$ cat config.mk
export PLATFORM = sky130hd
export DESIGN_NAME = isor_csr
export DESIGN_NICKNAME = d
export VERILOG_FILES = /design/src/sv/isor_pkg.sv /design/src/sv/isor_csr.sv
export SDC_FILE = /design/constraint.sdc
export NUM_CORES = 1
export LEC_CHECK = 0
export ABC_AREA = 1
export BUFFER_PORTS_ARGS = -buffer_cell sky130_fd_sc_hd__clkbuf_2
export CORE_AREA = 10 10 81 83
export DETAILED_ROUTE_END_ITERATION = 10
export DIE_AREA = 0 0 91 93
export PLACE_DENSITY = 0.77
export SLEW_MARGIN = 0
export SYNTH_ARGS = -nofsm -noshare
export SYNTH_HDL_FRONTEND = slang
export SYNTH_SLANG_ARGS = --single-unit
$ cat constraint.sdc
create_clock -name clock -period 1.6 [get_ports clock]
set_input_delay 0.24 -clock clock [delete_from_list [all_inputs] [get_ports clock]]
set_output_delay 0.24 -clock clock [all_outputs]
set_load 0.02 [all_outputs]
$ cat src/sv/isor_pkg.sv
// Shared types, constants and codes for the indexed sprite outline render unit.
`default_nettype none
package isor_pkg;

   // default sizing of the top level
   localparam int DEF_MAX_WIDTH  = 128;
   localparam int DEF_MAX_HEIGHT = 128;
   localparam int DEF_MAX_BORDER = 15;

   // palette geometry
   localparam int PAL_DEPTH = 256;
   localparam int PAL_AW    = 8;

   // alpha codes
   localparam logic [7:0] ALPHA_OPAQUE = 8'hFF;
   localparam logic [7:0] ALPHA_CLEAR  = 8'h00;
   localparam logic [7:0] COLOR_MAX    = 8'hFF;

   // register reset values
   localparam logic [7:0]  RST_IMAGE_WIDTH  = 8'd1;
   localparam logic [7:0]  RST_IMAGE_HEIGHT = 8'd1;
   localparam logic [3:0]  RST_BORDER_SIZE  = 4'd0;
   localparam logic [15:0] RST_GAIN_Q8      = 16'd256;
   localparam logic [7:0]  RST_FILL_RED     = 8'd0;
   localparam logic [7:0]  RST_FILL_GREEN   = 8'd255;
   localparam logic [7:0]  RST_FILL_BLUE    = 8'd0;

   // configuration register indexes
   typedef enum logic [2:0] {
      REG_IMAGE_WIDTH  = 3'd0,
      REG_IMAGE_HEIGHT = 3'd1,
      REG_BORDER_SIZE  = 3'd2,
      REG_GAIN_Q8      = 3'd3,
      REG_FILL_RED     = 3'd4,
      REG_FILL_GREEN   = 3'd5,
      REG_FILL_BLUE    = 3'd6
   } csr_index_type;

   // item opcodes
   typedef enum logic [1:0] {
      OP_LOAD  = 2'd0,
      OP_WRITE = 2'd1,
      OP_READ  = 2'd2,
      OP_NONE  = 2'd3
   } opcode_type;

   // frame fetch slots, in evaluation order
   typedef enum logic [2:0] {
      SLOT_CENTER = 3'd0,
      SLOT_UP     = 3'd1,
      SLOT_DOWN   = 3'd2,
      SLOT_LEFT   = 3'd3,
      SLOT_RIGHT  = 3'd4
   } slot_type;

   // result source
   typedef enum logic [1:0] {
      EMIT_BORDER = 2'd0,
      EMIT_CLEAR  = 2'd1,
      EMIT_COLOR  = 2'd2
   } emit_type;

   // controller states
   typedef enum logic [3:0] {
      ST_IDLE,
      ST_CALC,
      ST_WRITE,
      ST_FETCH,
      ST_LAST,
      ST_PAL,
      ST_SCALE,
      ST_EMIT_BORDER,
      ST_EMIT_CLEAR,
      ST_EMIT_COLOR
   } state_type;

   // configuration register set
   typedef struct packed {
      logic [7:0]  image_width;
      logic [7:0]  image_height;
      logic [3:0]  border_size;
      logic [15:0] gain_q8;
      logic [7:0]  fill_red;
      logic [7:0]  fill_green;
      logic [7:0]  fill_blue;
   } cfg_type;

   // controller to datapath
   typedef struct packed {
      logic     accept;
      logic     calc;
      logic     pal_we;
      logic     frame_we;
      logic     fetch;
      slot_type slot;
      logic     pal_re;
      logic     scale;
      logic     load;
      emit_type sel;
   } cmd_type;

   // datapath to controller
   typedef struct packed {
      opcode_type op;
      logic       border;
      logic       write_ok;
      logic       center_hit;
      logic       found_next;
      logic       out_free;
   } sts_type;

endpackage
`default_nettype wire

$ cat src/sv/isor_csr.sv
// Configuration register file of the render unit.
`default_nettype none
module isor_csr (
   input  wire logic             clock,
   input  wire logic             reset,
   input  wire logic             csr_valid,
   output logic                  csr_ready,
   input  wire logic [2:0]       csr_index,
   input  wire logic [15:0]      csr_data,
   output isor_pkg::cfg_type     cfg
);

   isor_pkg::cfg_type cfg_ff;
   isor_pkg::cfg_type cfg_in;

   // writes are always taken
   assign csr_ready = 1'b1;
   assign cfg       = cfg_ff;

   // register decode
   always_comb begin
      cfg_in = cfg_ff;
      if (csr_valid) begin
         unique case (isor_pkg::csr_index_type'(csr_index))
            isor_pkg::REG_IMAGE_WIDTH:  cfg_in.image_width  = csr_data[7:0];
            isor_pkg::REG_IMAGE_HEIGHT: cfg_in.image_height = csr_data[7:0];
            isor_pkg::REG_BORDER_SIZE:  cfg_in.border_size  = csr_data[3:0];
            isor_pkg::REG_GAIN_Q8:      cfg_in.gain_q8      = csr_data;
            isor_pkg::REG_FILL_RED:     cfg_in.fill_red     = csr_data[7:0];
            isor_pkg::REG_FILL_GREEN:   cfg_in.fill_green   = csr_data[7:0];
            isor_pkg::REG_FILL_BLUE:    cfg_in.fill_blue    = csr_data[7:0];
            default: ;
         endcase
      end
   end

   always_ff @(posedge clock) begin
      if (reset) begin
         cfg_ff.image_width  <= isor_pkg::RST_IMAGE_WIDTH;
         cfg_ff.image_height <= isor_pkg::RST_IMAGE_HEIGHT;
         cfg_ff.border_size  <= isor_pkg::RST_BORDER_SIZE;
         cfg_ff.gain_q8      <= isor_pkg::RST_GAIN_Q8;
         cfg_ff.fill_red     <= isor_pkg::RST_FILL_RED;
         cfg_ff.fill_green   <= isor_pkg::RST_FILL_GREEN;
         cfg_ff.fill_blue    <= isor_pkg::RST_FILL_BLUE;
      end else begin
         cfg_ff <= cfg_in;
      end
   end

endmodule
`default_nettype wire

# Word-level counts from Yosys, hierarchy flattened
# Cells that the tools add are included.
# totals
ff_bits	60
in_bits	22
out_inout_bits	61
# op_classes
eq_ne	6
n_reduce_logical	8
# ops
cell	count
AND reduction 2 bit	7
== test 3 bit (second input constant)	3
== test 3 x 2 -> 1 bit (second input constant)	2
== test 3 x 1 -> 1 bit (second input constant)	1
logical NOT 3 bit	1

# Depth between registers and ports, before layout
# depth
ltp_word	2
depth_mapped	6
mapped_depth_nobuf	5

# Worst setup path after synthesis
# OpenSTA, ideal clock, no wires.
# synth_timing
kind	input port to flip-flop
startpoint	in csr_index[0]
endpoint	reg cfg_ff (netlist bit cfg[52])
arrival_time_ns	0.882
t_required_ns	1.470
setup_slack_ns	0.588
cell_stages	5
n_path_buf	1
cell_sequence	nor2_1 > buf_4 > nand2_1 > nand2_1 > nand3_1
# synth_between
elab_chain_cells	2
# synth_lines
element	line_no	rtl
start: declaration	isor_csr.sv:8	input wire logic [2:0] csr_index,
logical NOT 3 bit	isor_csr.sv:24	unique case (isor_pkg::csr_index_type'(csr_index))
AND reduction 2 bit (no source line)	n/a	
end signal: assignment	isor_csr.sv:47	cfg_ff <= cfg_in;
end: declaration	isor_csr.sv:13	isor_pkg::cfg_type cfg_ff;
# Every way passes these cells.
# A chain may end at the register's enable or synchronous reset.

# Final worst setup path
# layout_timing
startpoint	reg cfg_ff (netlist bit cfg[23])
endpoint	out cfg[23] (netlist name)
# layout_rtl
element	line_no	rtl
end: declaration	isor_csr.sv:10	output isor_pkg::cfg_type cfg
# No word-level cell between the ends.

==> results.sh <==
export IMPL_status="complete, no violations"
export IMPL_clkPwrFrac=0.443
export IMPL_layout_drive_gt1_share=0.247
export IMPL_clk_path_buf_depth=2
export IMPL_postCtsResizedCells=0
export IMPL_finalWirelength_um=6660
export IMPL_path_clk_slew_ns=0.07
export IMPL_final_cell_count_no_fill=507
export IMPL_p_leak_nw=1.57
export IMPL_core_um2=5010
export IMPL_fin_area_um2=3110
export IMPL_totalNegativeSetupSlack_ns=0
export IMPL_postSynthCellCount=347
export IMPL_power_switching_mw=0.862
export IMPL_postCtsHoldBufs=0
export IMPL_std_cell_rows=26
export IMPL_drt_first_iter_violations=210
export IMPL_drv_cap=0
export IMPL_grt_max_degree=61
export IMPL_syn_nets=369
export IMPL_maxSlewViolCount=0
export IMPL_final_common_cell="nor2_1"
export IMPL_final_core_util=0.621
export IMPL_setup_slack_ns=0.494
export IMPL_crit_path_max_incr_delay_ns=0.35
export IMPL_cts_root_buf="clkbuf_8"
export IMPL_hpwl_um=4830
export IMPL_post_route_period_util=0.691
export IMPL_slew_headroom=0.627
export IMPL_clkLatencyLatePin_ns=0.33
export IMPL_required_ns=1.36
export IMPL_skew_ns=0
export IMPL_dp_cells=491
export IMPL_cts_tree="done"
export IMPL_synthDistinctLibCells=14
export IMPL_die_width_um=91
export IMPL_grt_use_total=0.160
export IMPL_crit_chain="clkbuf_2"
export IMPL_via_per_inst=4.73
export IMPL_crit_slowest_cell="dfxtp_1"
export IMPL_min_path_cells=3
export IMPL_wl_per_cell_um=13.1
export IMPL_path_depth=1
export IMPL_cp_data_arrival_time_ns=0.87
export IMPL_path_class="reg2out"
export IMPL_cts_inserted_buffers=9
export IMPL_final_hold_viol_count=0
export IMPL_hold_path_class="in2reg"
export IMPL_io_pins=83
export IMPL_critPathMaxFanout=2
export IMPL_h_tree_depth=3
export IMPL_most_common_layout_cells="106 x nor2_1, 81 x clkbuf_2, 79 x nand2_1"
export IMPL_grt_pass1_wl_um=10900
export IMPL_synth_seq_cells=60
export IMPL_num_antenna_cells=0
export IMPL_p_sw_frac=0.244
export IMPL_crit_buf_inv=1
export IMPL_largest_reg_flops=60
export IMPL_min_period_ns=1.11
export IMPL_worst_r2r_path_depth=2
export IMPL_p_per_area_nw_per_um2=1140
export IMPL_syn_avg_cell_area_um2=6.88
export IMPL_cp_start_kind="flop"
export IMPL_area_delta_synth_final_pct=30.3
export IMPL_initial_core_util=0.477
export IMPL_internal_power_mw=2.67
export IMPL_yosysWarnings=0
export IMPL_first_pass_iters=4
export IMPL_chipHeight_um=93
export IMPL_end_kind="primary output"
export IMPL_rsz0062_at_grt="no"
export IMPL_post_route_drc_count=0
export IMPL_place_congestion=0.861
export IMPL_fin_nets=454
export IMPL_place_area_um2=2880
export IMPL_synth_seq_area_share=0.503
export IMPL_postRouteAntennaNets=0
export IMPL_irDropWorstVdd_v=0.000828
export IMPL_netlist_area_um2=2390
export IMPL_setup_viol=0
export IMPL_grt_pass1_vias=2279
export IMPL_seq_power_share=0.445
export IMPL_tightest_slew_ns=0.557
export IMPL_cpLargestDelayFamily="flip-flops"
export IMPL_cts_sinks=60
export IMPL_cts_setup_buffers=0
export IMPL_combPwrFrac=0.112
export IMPL_post_place_ws_ns=0.299
export IMPL_maxClockFrequency_mhz=905
export IMPL_dieArea_um2=8460
export IMPL_grt_antenna_before_repair=0
export IMPL_portBuffers=81
export IMPL_vias=2399
export IMPL_grt_ovfl_total=0
cell usage after synthesis, drive strengths merged:
cell / instances / area share
buf: 13 / 0.029
inv: 20 / 0.031
dfxtp: 60 / 0.50
nand2: 79 / 0.12
clkbuf: 2 / 0.0031
nor2: 109 / 0.18
conb: 1 / 0.0016
o21ai: 1 / 0.0021
nand3: 60 / 0.13
clkinv: 2 / 0.0031
final timing paths:
| path | from | endpoint | slack [ns] |
|---|---|---|---|
| worst max-delay path | cfg[23]$_SDFFE_PP0P_ | cfg[23] | 0.49 |
| worst min-delay path | csr_data[8] | cfg[32]$_SDFFE_PP1P_ | 0.13 |
| worst max register to register | cfg[32]$_SDFFE_PP1P_ | cfg[32]$_SDFFE_PP1P_ | 1.00 |
| worst min register to register | cfg[14]$_SDFFE_PP1P_ | cfg[14]$_SDFFE_PP1P_ | 0.46 |
metrics by stage:
stage	hold slack (ns)	total power, mW
floorplan	0.353	1.86
global placement	0.438	2.00
CTS	0.117	3.57
detailed placement	0.451	2.01
finish	0.128	3.54
global route	0.138	3.70
power by group through the flow:
stage	registers, mW	logic (mW)	clock network [mW]
floorplan	1.67	0.192	0
global placement	1.61	0.393	0
detailed placement	1.61	0.397	0
CTS	1.57	0.398	1.60
global route	1.58	0.442	1.68
finish	1.57	0.395	1.57
cell families (layout without fill, tap and decap cells):
logic type | Yosys count | count (layout) | synth area share
AO/OA/AOI/OAI | 1 | 1 | 0.00209
buffers and inverters | 37 | 127 | 0.0670
flip-flops | 60 | 60 | 0.503
other | 1 | 1 | 0.00157
AND/OR/NAND/NOR | 248 | 248 | 0.426
cell type report:
cell class	instances	area [um2]
clock buffer	12	165
clock inverter	4	70.1
fill	477	1900
inverter	22	82.6
multi-input combinational	250	1030
sequential	60	1200
tap	70	87.6
timing repair buffer	89	478
routing by layer:
layer | vias to the layer above | routed length, um | part of all wire | track usage
li1 | 1247 | - | - | -
met1 | 1042 | 2740 | 0.41 | 0.193
met4 | 0 | 108 | 0.016 | 0.0587
met3 | 8 | 672 | 0.10 | 0.0679
met5 | - | 0 | 0 | 0
met2 | 102 | 3140 | 0.47 | 0.250
Power figures use the tool's default switching activity.
