===== src/sv/isor_pkg.sv =====
// Shared types, constants and codes for the indexed sprite outline render unit.
`default_nettype none
package isor_pkg;

   // default sizing of the top level
   localparam int DEF_MAX_WIDTH  = 128;
   localparam int DEF_MAX_HEIGHT = 128;
   localparam int DEF_MAX_BORDER = 15;

   // palette geometry
   localparam int PAL_DEPTH = 256;
   localparam int PAL_AW    = 8;

   // alpha codes
   localparam logic [7:0] ALPHA_OPAQUE = 8'hFF;
   localparam logic [7:0] ALPHA_CLEAR  = 8'h00;
   localparam logic [7:0] COLOR_MAX    = 8'hFF;

   // register reset values
   localparam logic [7:0]  RST_IMAGE_WIDTH  = 8'd1;
   localparam logic [7:0]  RST_IMAGE_HEIGHT = 8'd1;
   localparam logic [3:0]  RST_BORDER_SIZE  = 4'd0;
   localparam logic [15:0] RST_GAIN_Q8      = 16'd256;
   localparam logic [7:0]  RST_FILL_RED     = 8'd0;
   localparam logic [7:0]  RST_FILL_GREEN   = 8'd255;
   localparam logic [7:0]  RST_FILL_BLUE    = 8'd0;

   // configuration register indexes
   typedef enum logic [2:0] {
      REG_IMAGE_WIDTH  = 3'd0,
      REG_IMAGE_HEIGHT = 3'd1,
      REG_BORDER_SIZE  = 3'd2,
      REG_GAIN_Q8      = 3'd3,
      REG_FILL_RED     = 3'd4,
      REG_FILL_GREEN   = 3'd5,
      REG_FILL_BLUE    = 3'd6
   } csr_index_type;

   // item opcodes
   typedef enum logic [1:0] {
      OP_LOAD  = 2'd0,
      OP_WRITE = 2'd1,
      OP_READ  = 2'd2,
      OP_NONE  = 2'd3
   } opcode_type;

   // frame fetch slots, in evaluation order
   typedef enum logic [2:0] {
      SLOT_CENTER = 3'd0,
      SLOT_UP     = 3'd1,
      SLOT_DOWN   = 3'd2,
      SLOT_LEFT   = 3'd3,
      SLOT_RIGHT  = 3'd4
   } slot_type;

   // result source
   typedef enum logic [1:0] {
      EMIT_BORDER = 2'd0,
      EMIT_CLEAR  = 2'd1,
      EMIT_COLOR  = 2'd2
   } emit_type;

   // controller states
   typedef enum logic [3:0] {
      ST_IDLE,
      ST_CALC,
      ST_WRITE,
      ST_FETCH,
      ST_LAST,
      ST_PAL,
      ST_SCALE,
      ST_EMIT_BORDER,
      ST_EMIT_CLEAR,
      ST_EMIT_COLOR
   } state_type;

   // configuration register set
   typedef struct packed {
      logic [7:0]  image_width;
      logic [7:0]  image_height;
      logic [3:0]  border_size;
      logic [15:0] gain_q8;
      logic [7:0]  fill_red;
      logic [7:0]  fill_green;
      logic [7:0]  fill_blue;
   } cfg_type;

   // controller to datapath
   typedef struct packed {
      logic     accept;
      logic     calc;
      logic     pal_we;
      logic     frame_we;
      logic     fetch;
      slot_type slot;
      logic     pal_re;
      logic     scale;
      logic     load;
      emit_type sel;
   } cmd_type;

   // datapath to controller
   typedef struct packed {
      opcode_type op;
      logic       border;
      logic       write_ok;
      logic       center_hit;
      logic       found_next;
      logic       out_free;
   } sts_type;

endpackage
`default_nettype wire


===== src/sv/isor_ctrl.sv =====
// Sequencing state machine of the render unit.
`default_nettype none
module isor_ctrl (
   input  wire logic              clock,
   input  wire logic              reset,
   input  wire logic              req_valid,
   output logic                   req_stall,
   input  wire isor_pkg::sts_type sts,
   output isor_pkg::cmd_type      cmd
);

   isor_pkg::state_type state_ff, state_in;
   isor_pkg::slot_type  slot_ff, slot_in;

   always_ff @(posedge clock) begin
      if (reset) begin
         state_ff <= isor_pkg::ST_IDLE;
         slot_ff  <= isor_pkg::SLOT_CENTER;
      end else begin
         state_ff <= state_in;
         slot_ff  <= slot_in;
      end
   end

   // next state and commands
   always_comb begin
      state_in  = state_ff;
      slot_in   = slot_ff;
      cmd       = '0;
      req_stall = 1'b1;
      unique case (state_ff)
         isor_pkg::ST_IDLE: begin
            req_stall = 1'b0;
            if (req_valid) begin
               cmd.accept = 1'b1;
               state_in   = isor_pkg::ST_CALC;
            end
         end
         isor_pkg::ST_CALC: begin
            cmd.calc = 1'b1;
            unique case (sts.op)
               isor_pkg::OP_LOAD: begin
                  cmd.pal_we = 1'b1;
                  state_in   = isor_pkg::ST_IDLE;
               end
               isor_pkg::OP_WRITE: begin
                  state_in = sts.write_ok ? isor_pkg::ST_WRITE : isor_pkg::ST_IDLE;
               end
               isor_pkg::OP_READ: begin
                  if (sts.border) begin
                     state_in = isor_pkg::ST_EMIT_BORDER;
                  end else begin
                     slot_in  = isor_pkg::SLOT_CENTER;
                     state_in = isor_pkg::ST_FETCH;
                  end
               end
               default: state_in = isor_pkg::ST_IDLE;
            endcase
         end
         isor_pkg::ST_WRITE: begin
            cmd.frame_we = 1'b1;
            state_in     = isor_pkg::ST_IDLE;
         end
         // one frame read a cycle, the previous read is judged meanwhile
         isor_pkg::ST_FETCH: begin
            cmd.fetch = 1'b1;
            cmd.slot  = slot_ff;
            if (sts.center_hit) begin
               state_in = isor_pkg::ST_PAL;
            end else begin
               unique case (slot_ff)
                  isor_pkg::SLOT_CENTER: slot_in = isor_pkg::SLOT_UP;
                  isor_pkg::SLOT_UP:     slot_in = isor_pkg::SLOT_DOWN;
                  isor_pkg::SLOT_DOWN:   slot_in = isor_pkg::SLOT_LEFT;
                  isor_pkg::SLOT_LEFT:   slot_in = isor_pkg::SLOT_RIGHT;
                  default:               state_in = isor_pkg::ST_LAST;
               endcase
            end
         end
         isor_pkg::ST_LAST: begin
            state_in = sts.found_next ? isor_pkg::ST_PAL : isor_pkg::ST_EMIT_CLEAR;
         end
         isor_pkg::ST_PAL: begin
            cmd.pal_re = 1'b1;
            state_in   = isor_pkg::ST_SCALE;
         end
         isor_pkg::ST_SCALE: begin
            cmd.scale = 1'b1;
            state_in  = isor_pkg::ST_EMIT_COLOR;
         end
         isor_pkg::ST_EMIT_BORDER: begin
            cmd.sel = isor_pkg::EMIT_BORDER;
            if (sts.out_free) begin
               cmd.load = 1'b1;
               state_in = isor_pkg::ST_IDLE;
            end
         end
         isor_pkg::ST_EMIT_CLEAR: begin
            cmd.sel = isor_pkg::EMIT_CLEAR;
            if (sts.out_free) begin
               cmd.load = 1'b1;
               state_in = isor_pkg::ST_IDLE;
            end
         end
         isor_pkg::ST_EMIT_COLOR: begin
            cmd.sel = isor_pkg::EMIT_COLOR;
            if (sts.out_free) begin
               cmd.load = 1'b1;
               state_in = isor_pkg::ST_IDLE;
            end
         end
         default: state_in = isor_pkg::ST_IDLE;
      endcase
   end

endmodule
`default_nettype wire


===== config.mk =====
export PLATFORM = sky130hd
export DESIGN_NAME = isor_ctrl
export DESIGN_NICKNAME = d
export VERILOG_FILES = /design/src/sv/isor_pkg.sv /design/src/sv/isor_ctrl.sv
export SDC_FILE = /design/constraint.sdc
export NUM_CORES = 1
export LEC_CHECK = 0
export BUFFER_PORTS_ARGS = -buffer_cell sky130_fd_sc_hd__buf_2
export CORE_MARGIN = 5
export CORE_UTILIZATION = 50
export CTS_CLUSTER_DIAMETER = 100
export DETAILED_ROUTE_END_ITERATION = 6
export PLACE_DENSITY = 0.88
export SYNTH_ARGS = -nofsm -noshare
export SYNTH_HDL_FRONTEND = slang
export SYNTH_SLANG_ARGS = --single-unit

===== constraint.sdc =====
create_clock -name clock -period 3.9 [get_ports clock]
set_clock_uncertainty 0.05 [all_clocks]
set_input_delay 0.39 -clock clock [delete_from_list [all_inputs] [get_ports clock]]
set_output_delay 0.39 -clock clock [all_outputs]
set_load 0.03 [all_outputs]

Yosys cells after proc, flatten, opt, wreduce, memory -nomap -nowiden --
Index checks and enable logic that the tools add are counted.
Storage, ports and cells: logic and storage cells 56, bits in registers 7
Cells by class: multiplexer cells 25, reduce and logical (&&, ||, !) cells 8, equality and inequality tests 21
Operators by type and width (number):
- one-hot mux 4 bit (7 select lines) | 1
- two-way mux 4 bit | 6
- equality test 4 x 3 -> 1 bit, second input constant | 4
- two-way mux 3 bit | 4
- one-hot mux 3 bit (4 select lines) | 1
- one-hot mux 3 bit (3 select lines) | 1
- equality test 4 x 2 -> 1 bit, second input constant | 2
- equality test 4 bit, second input constant | 2
- two-way mux 1 bit | 8
- one-hot mux 4 bit (2 select lines) | 1
- equality test 3 x 2 -> 1 bit, second input constant | 2
- inequality test 2 bit, second input constant | 3
- one-hot mux 3 bit (2 select lines) | 1
- inequality test 5 x 1 -> 1 bit, second input constant | 1
- AND reduction 5 bit | 1
- equality test 4 x 1 -> 1 bit, second input constant | 1
- logical NOT 4 bit | 1
- two-way mux 2 bit | 2
- inequality test 2 x 1 -> 1 bit, second input constant | 2
- OR reduction 4 bit | 1
- equality test 3 x 1 -> 1 bit, second input constant | 1
- logical NOT 3 bit | 1
- inequality test 3 bit, second input constant | 1
- AND reduction 3 bit | 1
- other kinds (5) | 5

Longest topological paths before layout --
depth after elaboration 5, gate-level depth with buffers 6

Worst setup path before layout --
Ideal clock, no wire load.
path type register to output, start register state_ff[2], end output port cmd[0] in the netlist's numbering, stages on the path, launching flop included 4, arrival 1413 ps, data required time 3460 ps, path slack 2047 ps, cell sequence dfxtp_1 > buf_2 > or2b_1 > nor3_1
RTL lines:
- start, declared | RTL line isor_ctrl.sv:12 | isor_pkg::state_type state_ff, state_in;
- start signal, assigned | RTL line isor_ctrl.sv:17 | state_ff <= isor_pkg::ST_IDLE;
- start signal, assigned | RTL line isor_ctrl.sv:20 | state_ff <= state_in;
- end, declared | RTL line isor_ctrl.sv:9 | output isor_pkg::cmd_type cmd

==> summary.txt <==
Status
  – Run status: completed

Power and ir drop
  – Clk pwr share: 0.323
  – Net Sw Frac: 0.339
  – Power density over cell area: 264 nW/um^2
  – Seq pwr share: 0.397
  – Int Pwr: 0.000137 W
  – Static Leak: 0.377 nW
  – Combinational Power Share: 0.280
  – Max VDD drop: 139 uV
  – Total power: 0.000208 W
  – Psw: 0.0000705 W

Critical path
  – Crit Path Class: reg -> out
  – Arrival @ worst endpoint: 1670 ps
  – Slowest cell on crit path: dfxtp_1
  – Cells along the critical path: nor4b_4 -> and2_2 -> buf_2
  – CP max FO: 14
  – CP max stage delay: 570 ps
  – Worst setup EP type: output port
  – CP Data Required Time: 3460 ps
  – CP Launch Type: flop

Yosys
  – Synthesized instance count: 85
  – Synthesized area per cell: 7.76 um^2
  – Post-synthesis compound-gate area fraction: 0.194
  – Register area share after synthesis: 0.213
  – FF+latch count, synth: 7
  – Dominant synthesized flop cell: dfxtp_1
  – Post-synth EDFFs: 0
  – Xor/xnor share of the synthesized area: 0.0266
  – Post-synth top area cell: dfxtp_1
  – Adder and majority gate portion of the synthesized area: 0.0569
  – Most frequent cells after synthesis: 11 x nor2_1, 7 x dfxtp_1, 5 x inv_1, 5 x nand2_1, 5 x nand2b_1
  – Post-Syn Area: 659 um^2
  – Async S/R FF share, synth: 0
  – Combinational family with the most area after synthesis: simple AND/OR/NAND/NOR gates
  – Post-synthesis mux area share: 0.0152
  – Yosys top cell area share: 0.213
  – Yosys cell types: 37
  – Mapped Nets: 98
  – Synthesis Warnings: 0
  – Post-Synth Simple-Gate Area: 0.416
  – Cell with the most instances after synthesis: nor2_1
  – Top post-synthesis cells by area: dfxtp_1 21%, nor2_1 6.3%, ha_1 5.7%

Global routing
  – Largest net degree at the start of global routing: 16
  – GR Overflow Total: 0
  – Grt peak-use layer: met2
  – Initial antenna violation count: 0
  – Met3 Track Usage GR: 0.0391
  – First-pass GRT wire length: 2.44 mm
  – Number of global-route vias before repair: 580
  – All-Layer GR Usage: 0.158
  – Met1 Use GR: 0.200
  – Met2 usage: 0.261

Floorplanning
  – Ports: 24
  – Core area: 1270 um^2
  – Die width: 46.3 um
  – Die Span Y: 46.3 um
  – FP Rows: 13
  – Initial Utilization: 0.520
  – Die area: 2150 um^2

Route
  – DRT iter0 DRCs: 19
  – Vias: 645
  – Vias per cell: 5.33
  – First-pass DRT Iterations: 4
  – WL/cell: 11.8 um
  – Post-route ant nets: 0
  – Final WL: 1.43 mm
  – Remaining DRCs: 0

Finish
  – Fillcell total: 115
  – Layout Nets: 120
  – Sequential cell area: 140 um^2
  – Fraction of final layout cells with drive strength greater than 1: 0.283
  – Area Growth Syn to Fin: 19.2%
  – Final design utilization: 0.619
  – Ant. Diodes: 0
  – Area of the multi-input gates: 467 um^2
  – Post-layout instance area: 786 um^2

Timing
  – Period utilization: 0.540
  – Final setup vio count: 0
  – Final hold vios: 0
  – Max Fclk: 475 MHz
  – Fin Setup TNS: 0 ps
  – Actual slew at the worst max-slew pin: 492 ps
  – Tmin final: 2110 ps
  – RSZ-0062 raised after global routing: false
  – Final Max Tran Viols: 0
  – Slew headroom: 0.672

Clocking
  – Number of setup buffers added after CTS: 0
  – Cts repair resizes: 0
  – Clk pin slew, worst setup/hold paths: 50 ps
  – CTS tree: done
  – Later-pin clock latency in the skew report: 260 ps
  – H-tree depth: 1
  – Clk root buf: clkbuf_4
  – Clock buffer depth: 2
  – Clk sinks: 7
  – CTS Hold Bufs: 0
  – CTS Buf Count: 3

Placed design
  – Dpl hpwl: 1.14 mm
  – Placer congestion estimate: 0.755
  – DP Area: 759 um^2
  – Port Buf Inserts: 23

Run
  – Max_cap viols: 0

Hold path
  – Worst hold path class: in -> reg
==> cell usage in the layout, fill, tap and decap left out, types with 2 or more instances in the layout <==
master	netlist	final
nand3_1	2	2
or2b_1	2	2
nand2_1	5	5
o22ai_1	3	3
and2_1	4	4
nor3_1	4	4
dfxtp_1	7	7
ha_1	3	3
clkbuf_4	0	3
buf_2	3	23
inv_1	5	5
nor2_1	11	11
nand2b_1	5	5
a211oi_1	4	4
a211o_1	2	2
or3_1	2	2
==> power groups by stage <==
stage	clock network [W]	logic [W]	registers [W]
global placement	0	0.0000576	0.0000835
global route	0.0000726	0.0000644	0.0000838
finish	0.0000671	0.0000581	0.0000824
CTS	0.0000696	0.0000587	0.0000821
floorplan	0	0.0000479	0.0000780
detailed placement	0	0.0000586	0.0000837
==> worst paths after layout <==
| check | start | to | slack [ps] | depth (start not counted) |
|---|---|---|---|---|
| max | state_ff[0]$_SDFFE_PP0P_ | cmd[10] | 1790 | 3 |
| min | reset | slot_ff[2]$_SDFFE_PP0P_ | 350 | 2 |
| max reg2reg | state_ff[0]$_SDFFE_PP0P_ | slot_ff[2]$_SDFFE_PP0P_ | 2180 | 4 |
| min reg2reg | slot_ff[2]$_SDFFE_PP0P_ | slot_ff[2]$_SDFFE_PP0P_ | 470 | 2 |
==> critical path, delay by kind of cell (launching register included) <==
| family | cells | cell delay, ps |
|---|---|---|
| buffers and inverters | 1 | 190 |
| and+or+nand+nor | 2 | 650 |
| DFF | 1 | 570 |
==> per-layer routing <==
layer	part of all wire	up-vias
li1	-	340
met1	0.44	285
met2	0.49	20
met3	0.070	0
met4	0	0
met5	0	-
==> registers in the layout, summed over array words and instances, names as in the netlist <==
register  cells
slot_ff       3
state_ff      4
==> cells by family after synthesis <==
| kind of cell | Yosys count |
|---|---|
| AND/OR/NAND/NOR | 44 |
| AO/OA/AOI/OAI | 17 |
| buffers and inverters | 11 |
| flip-flops | 7 |
| adder cells (fa/ha/maj) | 3 |
| XOR/XNOR | 2 |
| multiplexers | 1 |
==> metrics by stage <==
stage,setup WS [ps],hold slack (ps),instances
after global routing,1670,372,121
after global placement,2100,458,117
final,1790,353,121
after CTS,1800,345,121
after detailed placement,2070,459,117
after floorplan,2050,432,85
==> final cells by class <==
| type | count | area share |
|---|---|---|
| clock buffers | 4 | 0.0334 |
| inverters | 5 | 0.0239 |
| multi-input cells | 67 | 0.594 |
| flip-flops and latches | 7 | 0.178 |
| well taps | 15 | 0.0239 |
| repair buffers | 23 | 0.146 |
(Power assumes the default switching activity.)
